**src/hw/rtl/sscp_pkg.sv**
```systemverilog
// ----------------------------------------------------------------------------
// sscp_pkg
// Shared types and constants for the serial setting command parser.
// ----------------------------------------------------------------------------
package sscp_pkg;

  // Configuration port
  localparam int CFG_IDX_W  = 3;
  localparam int CFG_DATA_W = 3;

  typedef enum logic [CFG_IDX_W-1:0] {
    CFG_CHAN = 3'd0,
    CFG_ADDR = 3'd1,
    CFG_FLOW = 3'd2,
    CFG_PROT = 3'd3,
    CFG_DBG  = 3'd4
  } cfg_idx_e;

  // Pending command codes
  typedef enum logic [2:0] {
    CMD_NONE = 3'd0,
    CMD_CHAN = 3'd1,
    CMD_ADDR = 3'd2,
    CMD_FLOW = 3'd3,
    CMD_PROT = 3'd4,
    CMD_DBG  = 3'd5
  } cmd_e;

  // Session status codes
  typedef enum logic [1:0] {
    ST_PENDING  = 2'd0,
    ST_ACCEPTED = 2'd1,
    ST_NOCHANGE = 2'd2,
    ST_ERRORS   = 2'd3
  } status_e;

  // Input operation codes
  localparam logic OP_BYTE    = 1'b0;
  localparam logic OP_RESTART = 1'b1;

  // Error bit positions
  localparam int ERR_UNKNOWN_CMD  = 0;
  localparam int ERR_OUT_OF_RANGE = 1;
  localparam int ERR_UNKNOWN_CHAR = 2;

  // Character codes
  localparam logic [7:0] CH_C     = 8'h43;
  localparam logic [7:0] CH_A     = 8'h41;
  localparam logic [7:0] CH_H     = 8'h48;
  localparam logic [7:0] CH_P     = 8'h50;
  localparam logic [7:0] CH_D     = 8'h44;
  localparam logic [7:0] CH_DASH  = 8'h2D;
  localparam logic [7:0] CH_ZERO  = 8'h30;
  localparam logic [7:0] CH_NINE  = 8'h39;

  // Digit limits per command
  localparam logic [3:0] LIM_CHAN = 4'd3;
  localparam logic [3:0] LIM_DBG  = 4'd7;
  localparam logic [3:0] LIM_FLAG = 4'd1;

  // Stored settings, also the default register set
  typedef struct packed {
    logic [1:0] channel_offset;
    logic       address_select;
    logic       flow_control;
    logic       protect_mode;
    logic [2:0] debug_bits;
  } settings_t;

  // One input transaction
  typedef struct packed {
    logic       op;
    logic [7:0] rx_byte;
  } in_item_t;

  // One result transaction
  typedef struct packed {
    logic [1:0] status;
    logic [2:0] error_bits;
    logic       soft_valid;
    settings_t  settings;
  } out_item_t;

endpackage

```
**src/hw/rtl/sscp_if.sv**
```systemverilog
// ----------------------------------------------------------------------------
// sscp_if
// Valid/ready stream interfaces for parser input bytes and parser results.
// ----------------------------------------------------------------------------
interface sscp_in_if;
  logic       valid;
  logic       ready;
  logic       op;
  logic [7:0] rx_byte;

  modport source (output valid, output op, output rx_byte, input ready);
  modport sink   (input valid, input op, input rx_byte, output ready);
endinterface

interface sscp_out_if;
  logic       valid;
  logic       ready;
  logic [1:0] status;
  logic [2:0] error_bits;
  logic       soft_valid;
  logic [1:0] channel_offset;
  logic       address_select;
  logic       flow_control;
  logic       protect_mode;
  logic [2:0] debug_bits;

  modport source (
    output valid, output status, output error_bits, output soft_valid,
    output channel_offset, output address_select, output flow_control,
    output protect_mode, output debug_bits, input ready
  );
  modport sink (
    input valid, input status, input error_bits, input soft_valid,
    input channel_offset, input address_select, input flow_control,
    input protect_mode, input debug_bits, output ready
  );
endinterface

```
**src/hw/rtl/sscp_cfg.sv**
```systemverilog
// ----------------------------------------------------------------------------
// sscp_cfg
// Default setting registers, written through a plain index/data port.
// ----------------------------------------------------------------------------
module sscp_cfg
  import sscp_pkg::*;
(
  input  logic                  clk_i,
  input  logic                  rst_ni,
  input  logic                  cfg_we_i,
  input  logic [CFG_IDX_W-1:0]  cfg_idx_i,
  input  logic [CFG_DATA_W-1:0] cfg_wdata_i,
  output settings_t             dflt_o
);

  settings_t dflt_d, dflt_q;

  // Register decode; unknown indexes are dropped
  always_comb begin
    dflt_d = dflt_q;
    if (cfg_we_i) begin
      unique case (cfg_idx_e'(cfg_idx_i))
        CFG_CHAN: dflt_d.channel_offset = cfg_wdata_i[1:0];
        CFG_ADDR: dflt_d.address_select = cfg_wdata_i[0];
        CFG_FLOW: dflt_d.flow_control   = cfg_wdata_i[0];
        CFG_PROT: dflt_d.protect_mode   = cfg_wdata_i[0];
        CFG_DBG:  dflt_d.debug_bits     = cfg_wdata_i[2:0];
        default:  ;
      endcase
    end
  end

  always_ff @(posedge clk_i or negedge rst_ni) begin
    if (!rst_ni) begin
      dflt_q <= '0;
    end else begin
      dflt_q <= dflt_d;
    end
  end

  assign dflt_o = dflt_q;

endmodule

```
**src/hw/rtl/sscp_parser.sv**
```systemverilog
// ----------------------------------------------------------------------------
// sscp_parser
// Session state and the per-byte parse step; emits the post-step result.
// ----------------------------------------------------------------------------
module sscp_parser
  import sscp_pkg::*;
(
  input  logic      clk_i,
  input  logic      rst_ni,
  input  logic      step_i,
  input  in_item_t  item_i,
  input  settings_t dflt_i,
  output out_item_t result_o
);

  cmd_e      cmd_d, cmd_q;
  logic [2:0] err_d, err_q;
  logic      any_d, any_q;
  logic      sv_d, sv_q;
  settings_t set_d, set_q;
  status_e   status;
  logic      is_digit;
  logic [3:0] digit;
  logic [3:0] limit;

  assign is_digit = (item_i.rx_byte >= CH_ZERO) && (item_i.rx_byte <= CH_NINE);
  // low nibble of an ASCII digit is its value
  assign digit    = item_i.rx_byte[3:0];

  always_comb begin
    case (cmd_q)
      CMD_CHAN: limit = LIM_CHAN;
      CMD_DBG:  limit = LIM_DBG;
      default:  limit = LIM_FLAG;
    endcase
  end

  // Parse step
  always_comb begin
    cmd_d  = cmd_q;
    err_d  = err_q;
    any_d  = any_q;
    sv_d   = sv_q;
    set_d  = set_q;
    status = ST_PENDING;
    if (item_i.op == OP_RESTART) begin
      cmd_d = CMD_NONE;
      err_d = '0;
      any_d = 1'b0;
      sv_d  = 1'b0;
      set_d = dflt_i;
    end else if (cmd_q == CMD_NONE) begin
      unique case (item_i.rx_byte)
        CH_C: cmd_d = CMD_CHAN;
        CH_A: cmd_d = CMD_ADDR;
        CH_H: cmd_d = CMD_FLOW;
        CH_P: cmd_d = CMD_PROT;
        CH_D: cmd_d = CMD_DBG;
        CH_DASH: begin
          // session end: commit or reject
          if (err_q == '0) begin
            sv_d   = 1'b1;
            status = any_q ? ST_ACCEPTED : ST_NOCHANGE;
          end else begin
            sv_d   = 1'b0;
            status = ST_ERRORS;
          end
        end
        default: err_d[ERR_UNKNOWN_CMD] = 1'b1;
      endcase
    end else if (is_digit) begin
      if (digit > limit) begin
        err_d[ERR_OUT_OF_RANGE] = 1'b1;
      end else begin
        case (cmd_q)
          CMD_CHAN: set_d.channel_offset = digit[1:0];
          CMD_ADDR: set_d.address_select = digit[0];
          CMD_FLOW: set_d.flow_control   = digit[0];
          CMD_PROT: set_d.protect_mode   = digit[0];
          default:  set_d.debug_bits     = digit[2:0];
        endcase
        any_d = 1'b1;
      end
      cmd_d = CMD_NONE;
    end else begin
      // command stays pending
      err_d[ERR_UNKNOWN_CHAR] = 1'b1;
    end
  end

  // Session registers advance once per item
  always_ff @(posedge clk_i or negedge rst_ni) begin
    if (!rst_ni) begin
      cmd_q <= CMD_NONE;
      err_q <= '0;
      any_q <= 1'b0;
      sv_q  <= 1'b0;
      set_q <= '0;
    end else if (step_i) begin
      cmd_q <= cmd_d;
      err_q <= err_d;
      any_q <= any_d;
      sv_q  <= sv_d;
      set_q <= set_d;
    end
  end

  assign result_o.status     = status;
  assign result_o.error_bits = err_d;
  assign result_o.soft_valid = sv_d;
  assign result_o.settings   = set_d;

endmodule

```
**src/hw/rtl/serial_setting_command_parser_core.sv**
```systemverilog
// ----------------------------------------------------------------------------
// serial_setting_command_parser_core
// Path: the input transaction is held in the input register, then the parse
// step writes the result register, which drives the result transaction.
// Throughput: one byte per cycle unless the result stream stalls; the session
// registers update once per byte.
// Reset: asynchronous, active low; session cleared, defaults all zero.
// ----------------------------------------------------------------------------
module serial_setting_command_parser_core
  import sscp_pkg::*;
(
  input  logic                  clk_i,
  input  logic                  rst_ni,
  input  logic                  cfg_we_i,
  input  logic [CFG_IDX_W-1:0]  cfg_idx_i,
  input  logic [CFG_DATA_W-1:0] cfg_wdata_i,
  sscp_in_if.sink               in_i,
  sscp_out_if.source            out_o
);

  settings_t dflt;
  out_item_t result;
  in_item_t  in_item_q;
  out_item_t out_item_q;
  logic      in_vld_d, in_vld_q;
  logic      out_vld_d, out_vld_q;
  logic      advance;
  logic      in_take;

  sscp_cfg u_cfg (
    .clk_i       (clk_i),
    .rst_ni      (rst_ni),
    .cfg_we_i    (cfg_we_i),
    .cfg_idx_i   (cfg_idx_i),
    .cfg_wdata_i (cfg_wdata_i),
    .dflt_o      (dflt)
  );

  sscp_parser u_parser (
    .clk_i    (clk_i),
    .rst_ni   (rst_ni),
    .step_i   (advance),
    .item_i   (in_item_q),
    .dflt_i   (dflt),
    .result_o (result)
  );

  // Handshake control
  assign advance    = in_vld_q && (!out_vld_q || out_o.ready);
  assign in_i.ready = !in_vld_q || advance;
  assign in_take    = in_i.valid && in_i.ready;

  always_comb begin
    in_vld_d = in_vld_q;
    if (in_take) begin
      in_vld_d = 1'b1;
    end else if (advance) begin
      in_vld_d = 1'b0;
    end
    out_vld_d = out_vld_q;
    if (advance) begin
      out_vld_d = 1'b1;
    end else if (out_o.ready) begin
      out_vld_d = 1'b0;
    end
  end

  always_ff @(posedge clk_i or negedge rst_ni) begin
    if (!rst_ni) begin
      in_vld_q  <= 1'b0;
      out_vld_q <= 1'b0;
    end else begin
      in_vld_q  <= in_vld_d;
      out_vld_q <= out_vld_d;
    end
  end

  // Payload registers
  always_ff @(posedge clk_i) begin
    if (in_take) begin
      in_item_q.op      <= in_i.op;
      in_item_q.rx_byte <= in_i.rx_byte;
    end
    if (advance) begin
      out_item_q <= result;
    end
  end

  assign out_o.valid          = out_vld_q;
  assign out_o.status         = out_item_q.status;
  assign out_o.error_bits     = out_item_q.error_bits;
  assign out_o.soft_valid     = out_item_q.soft_valid;
  assign out_o.channel_offset = out_item_q.settings.channel_offset;
  assign out_o.address_select = out_item_q.settings.address_select;
  assign out_o.flow_control   = out_item_q.settings.flow_control;
  assign out_o.protect_mode   = out_item_q.settings.protect_mode;
  assign out_o.debug_bits     = out_item_q.settings.debug_bits;

endmodule

```
**src/flat_wrapper.sv**
```systemverilog
// flat-port wrapper written by rule: the top's interface ports become plain ports
module serial_setting_command_parser_core_flat import sscp_pkg::*;
  (clk_i, rst_ni, cfg_we_i, cfg_idx_i, cfg_wdata_i, in_i_valid, in_i_op, in_i_rx_byte, in_i_ready, out_o_valid, out_o_status, out_o_error_bits, out_o_soft_valid, out_o_channel_offset, out_o_address_select, out_o_flow_control, out_o_protect_mode, out_o_debug_bits, out_o_ready);
  sscp_in_if in_i_i ();
  sscp_out_if out_o_i ();
  input  logic clk_i;
  input  logic rst_ni;
  input  logic cfg_we_i;
  input  logic [CFG_IDX_W-1:0] cfg_idx_i;
  input  logic [CFG_DATA_W-1:0] cfg_wdata_i;
  input wire logic [$bits(in_i_i.valid)-1:0] in_i_valid;
  input wire logic [$bits(in_i_i.op)-1:0] in_i_op;
  input wire logic [$bits(in_i_i.rx_byte)-1:0] in_i_rx_byte;
  output wire logic [$bits(in_i_i.ready)-1:0] in_i_ready;
  output wire logic [$bits(out_o_i.valid)-1:0] out_o_valid;
  output wire logic [$bits(out_o_i.status)-1:0] out_o_status;
  output wire logic [$bits(out_o_i.error_bits)-1:0] out_o_error_bits;
  output wire logic [$bits(out_o_i.soft_valid)-1:0] out_o_soft_valid;
  output wire logic [$bits(out_o_i.channel_offset)-1:0] out_o_channel_offset;
  output wire logic [$bits(out_o_i.address_select)-1:0] out_o_address_select;
  output wire logic [$bits(out_o_i.flow_control)-1:0] out_o_flow_control;
  output wire logic [$bits(out_o_i.protect_mode)-1:0] out_o_protect_mode;
  output wire logic [$bits(out_o_i.debug_bits)-1:0] out_o_debug_bits;
  input wire logic [$bits(out_o_i.ready)-1:0] out_o_ready;
  assign in_i_i.valid = in_i_valid;
  assign in_i_i.op = in_i_op;
  assign in_i_i.rx_byte = in_i_rx_byte;
  assign in_i_ready = in_i_i.ready;
  assign out_o_valid = out_o_i.valid;
  assign out_o_status = out_o_i.status;
  assign out_o_error_bits = out_o_i.error_bits;
  assign out_o_soft_valid = out_o_i.soft_valid;
  assign out_o_channel_offset = out_o_i.channel_offset;
  assign out_o_address_select = out_o_i.address_select;
  assign out_o_flow_control = out_o_i.flow_control;
  assign out_o_protect_mode = out_o_i.protect_mode;
  assign out_o_debug_bits = out_o_i.debug_bits;
  assign out_o_i.ready = out_o_ready;
  serial_setting_command_parser_core u_core (.clk_i(clk_i), .rst_ni(rst_ni), .cfg_we_i(cfg_we_i), .cfg_idx_i(cfg_idx_i), .cfg_wdata_i(cfg_wdata_i), .in_i(in_i_i), .out_o(out_o_i));
endmodule
```
**config.mk**
```make
export PLATFORM = sky130hd
export DESIGN_NAME = serial_setting_command_parser_core_flat
export DESIGN_NICKNAME = d
export VERILOG_FILES = /design/src/hw/rtl/sscp_pkg.sv /design/src/hw/rtl/sscp_if.sv /design/src/hw/rtl/sscp_cfg.sv /design/src/hw/rtl/sscp_parser.sv /design/src/hw/rtl/serial_setting_command_parser_core.sv /design/src/flat_wrapper.sv
export SDC_FILE = /design/constraint.sdc
export NUM_CORES = 1
export LEC_CHECK = 0
export BUFFER_PORTS_ARGS = -buffer_cell sky130_fd_sc_hd__buf_2
export CAP_MARGIN = 15
export CORE_ASPECT_RATIO = 2
export CORE_MARGIN = 1.5
export CORE_UTILIZATION = 51
export CTS_CLUSTER_DIAMETER = 30
export DETAILED_ROUTE_END_ITERATION = 6
export PLACE_DENSITY = 0.71
export REMOVE_ABC_BUFFERS = 1
export SYNTH_ARGS = -nofsm -noshare
export SYNTH_HDL_FRONTEND = slang
export SYNTH_SLANG_ARGS = --single-unit
```
**constraint.sdc**
```tcl
create_clock -name clk_i -period 2.16 [get_ports clk_i]
set_input_delay 0.432 -clock clk_i [delete_from_list [all_inputs] [get_ports clk_i]]
set_output_delay 0.432 -clock clk_i [all_outputs]
set_load 0.05 [all_outputs]
```
==> run metrics <==
Static Leak=1.19 nW; worst clock skew=0.00869 ns; Fin Setup TNS=-0.0244 ns; Slowest-stage cell, CP=a2111o_1; final net count=292; wire length of the first global-routing pass=9630 um; Worst R2R Path Depth=6; Max Slew Vio Count=0; Storage cell area=0.00134 sq mm; share of layout cells above drive strength 1=31.4%; GP Congestion=0.904; Filler cells=388; TritonCTS clock tree=done; Critical Path AT=2.23 ns; vias in the first global route=2082; most frequent cell after synthesis=dfrtp_1; Final HPWL DP=4210 um; number of antenna violations at the first check in global routing=0; post-route cell area=0.00302 sq mm; CP required=2.21 ns; CTS clk-pin slew, worst paths=0.09 ns; Yosys cell types=53; CTS Root Cell=clkbuf_8; clk sinks=49; critical path class=reg2reg; Longest Clk Path Bufs=2; Primary FF master, synth=dfrtp_1; core area=0.00464 sq mm; worst slew pin tran=0.611 ns; RSZ-0062 raised after global routing=true; crit-path max cell delay=0.47 ns; cell repeated most along the worst path=nand3b_1; flop2flop setup slack=-0.02 ns; average wire per standard cell=17.8 um; number of max-cap violations=0; Min-Delay Path Class=in2async; placed cell areas=0.00285 sq mm; Antenna diodes=0; via count=2041; post-layout power=2.38 mW; EDFF count, synth=23; R2R Path Start=u_core.u_parser.cmd_q[1]; worst-skew pair later-pin latency=0.30 ns; critical-path cell list=nand3b_1, ha_4, a211o_4, a2111o_1, nand3b_1, o311ai_1; Synth Instances=216; slew margin rel.=59.3%; sequential share of the synthesized area=53.8%; Routed Antenna Nets=0; GRT Util Overall=24.5%; Initial Util=53.7%; Yosys top cell area share=27.7%; Hold WS=0.133 ns; CTS buffer count=5; DP Worst Slack=-0.113 ns; Port Buffers=35; CP Capture Type=register; final core utilization=65.0%; maximum VDD drop=0.664 mV; multi-input gate area in the final layout=0.00113 sq mm; PwrDens=790 mW/mm^2; Finished Layout Cells=326; placed cell count=315; area grow syn2layout=21.0%; outcome=complete, but fails checks; total gr overflow=0; commonest cells in the netlist=26 x dfrtp_1, 23 x edfxtp_1, 18 x nand2_1; H-tree depth=2; Final Hold Fails=0; Worst R2R End=u_core.out_o.channel_offset[0]; max frequency=458 MHz; failing checks=setup timing; synthesized flop and latch total=49; first-pass detailed-route iteration total=4; final worst path period need=2.18 ns; via/cell ratio=6.26; Setup-failing EPs final=2; detailed router's first-iteration violation count=53; synthesis warning total=0; Die Y=102 um; Synth area leader=edfxtp_1; Remaining DRCs=0; Die Width=52.5 um; DIE AREA=0.00535 sq mm; mapped cell area=0.00249 sq mm; Synth area leaders=edfxtp_1 28%, dfrtp_1 26%, mux2_2 3.6%, nand2_1 2.7%, o211ai_1 2.1%; crit share post-route=101%; row cnt=35; final setup margin=-0.0222 ns; critical-path maximum fanout=6; startpoint types=register; Post-Syn Area per Cell=11.6 sq um; asr flop ratio synth=53.1%; IO Pins=36; largest net degree at the start of global routing=27; final WL=5810 um
area by class of cell:
class                   count  area share, %
flip-flops and latches     49           44.4
repair buffers             59           11.9
multi-input cells         152           37.5
well taps                  55           2.28
clock inverters             2           1.12
inverters                   3          0.373
clock buffers               6           2.40
power by group:
part           switching (mW)  internal [mW]  total [mW]
logic                   0.316          0.208       0.524
clock network           0.294          0.342       0.636
registers              0.0957           1.13        1.22
total                   0.706           1.68        2.38
sequential cells by signal (all words and copies together), names as in the netlist:
register,count
u_core.in_item_q,9
u_core.u_cfg.dflt_o,8
u_core.u_parser.set_q,8
u_core.out_o.debug_bits,3
u_core.out_o.error_bits,3
u_core.u_parser.cmd_q,3
u_core.u_parser.err_q,3
u_core.out_o.channel_offset,2
u_core.out_o.status,2
u_core.in_vld_q,1
u_core.out_o.address_select,1
u_core.out_o.flow_control,1
u_core.out_o.protect_mode,1
u_core.out_o.soft_valid,1
u_core.out_o.valid,1
u_core.u_parser.any_q,1
u_core.u_parser.sv_q,1
cell families (layout without fill, tap and decap cells):
| family | after synthesis | after routing | synth area share, % |
|---|---|---|---|
| muxes | 12 | 12 | 5.22 |
| xor gates and xnor gates | 4 | 4 | 1.40 |
| buffers and inverters | 15 | 70 | 2.46 |
| and+or+nand+nor | 79 | 79 | 18.8 |
| AOI/OAI and AO/OA | 55 | 55 | 17.4 |
| DFF | 49 | 49 | 53.8 |
| adders and majority gates | 2 | 2 | 1.00 |
layout by cell type, fill, tap and decap left out, types with 7 or more instances in the layout:
| cell | instances |
|---|---|
| buf_2 | 35 |
| buf_4 | 23 |
| nand2_1 | 18 |
| o21ai_0 | 7 |
| edfxtp_1 | 23 |
| o211ai_1 | 7 |
| mux2_2 | 8 |
| nor2_1 | 13 |
| nand2b_1 | 8 |
| dfrtp_1 | 26 |
worst max-delay path, delay by kind of cell, from the launching register on:
kind                       cells  cell delay (ns)
AOI/OAI and AO/OA              3             0.94
DFF                            1             0.39
and+or+nand+nor                2             0.34
adders and majority gates      1             0.26
timing repair:
item | in CTS | in global routing
gates resized for setup | 2 | 5
hold buffers | 0 | 0
setup endpoints to repair | 12 | 12
buffers inserted | 1 | 2
pin swaps | 3 | 5
how the worst max path moves through the flow:
stage	start	to	slack, ns	depth (start not counted)
after floorplan	u_core.u_parser.cmd_q[1]	u_core.out_o.debug_bits[2]	-0.08	6
after global placement	u_core.u_parser.cmd_q[1]	u_core.out_o.channel_offset[0]	-0.05	6
after detailed placement	u_core.u_parser.cmd_q[1]	u_core.out_o.channel_offset[0]	-0.11	6
after CTS	u_core.u_parser.cmd_q[1]	u_core.out_o.channel_offset[0]	-0.05	6
after global routing	u_core.u_parser.cmd_q[1]	u_core.out_o.channel_offset[0]	-0.09	6
final	u_core.u_parser.cmd_q[1]	u_core.out_o.channel_offset[0]	-0.02	6
per-layer routing:
| layer | up-vias | track usage (%) | wire (um) |
|---|---|---|---|
| met5 | - | 0 | 0 |
| met1 | 1003 | 28.1 | 2160 |
| met2 | 69 | 42.9 | 3150 |
| li1 | 948 | - | - |
| met3 | 21 | 3.80 | 272 |
| met4 | 0 | 12.0 | 237 |
Power figures use the tool's default switching activity.
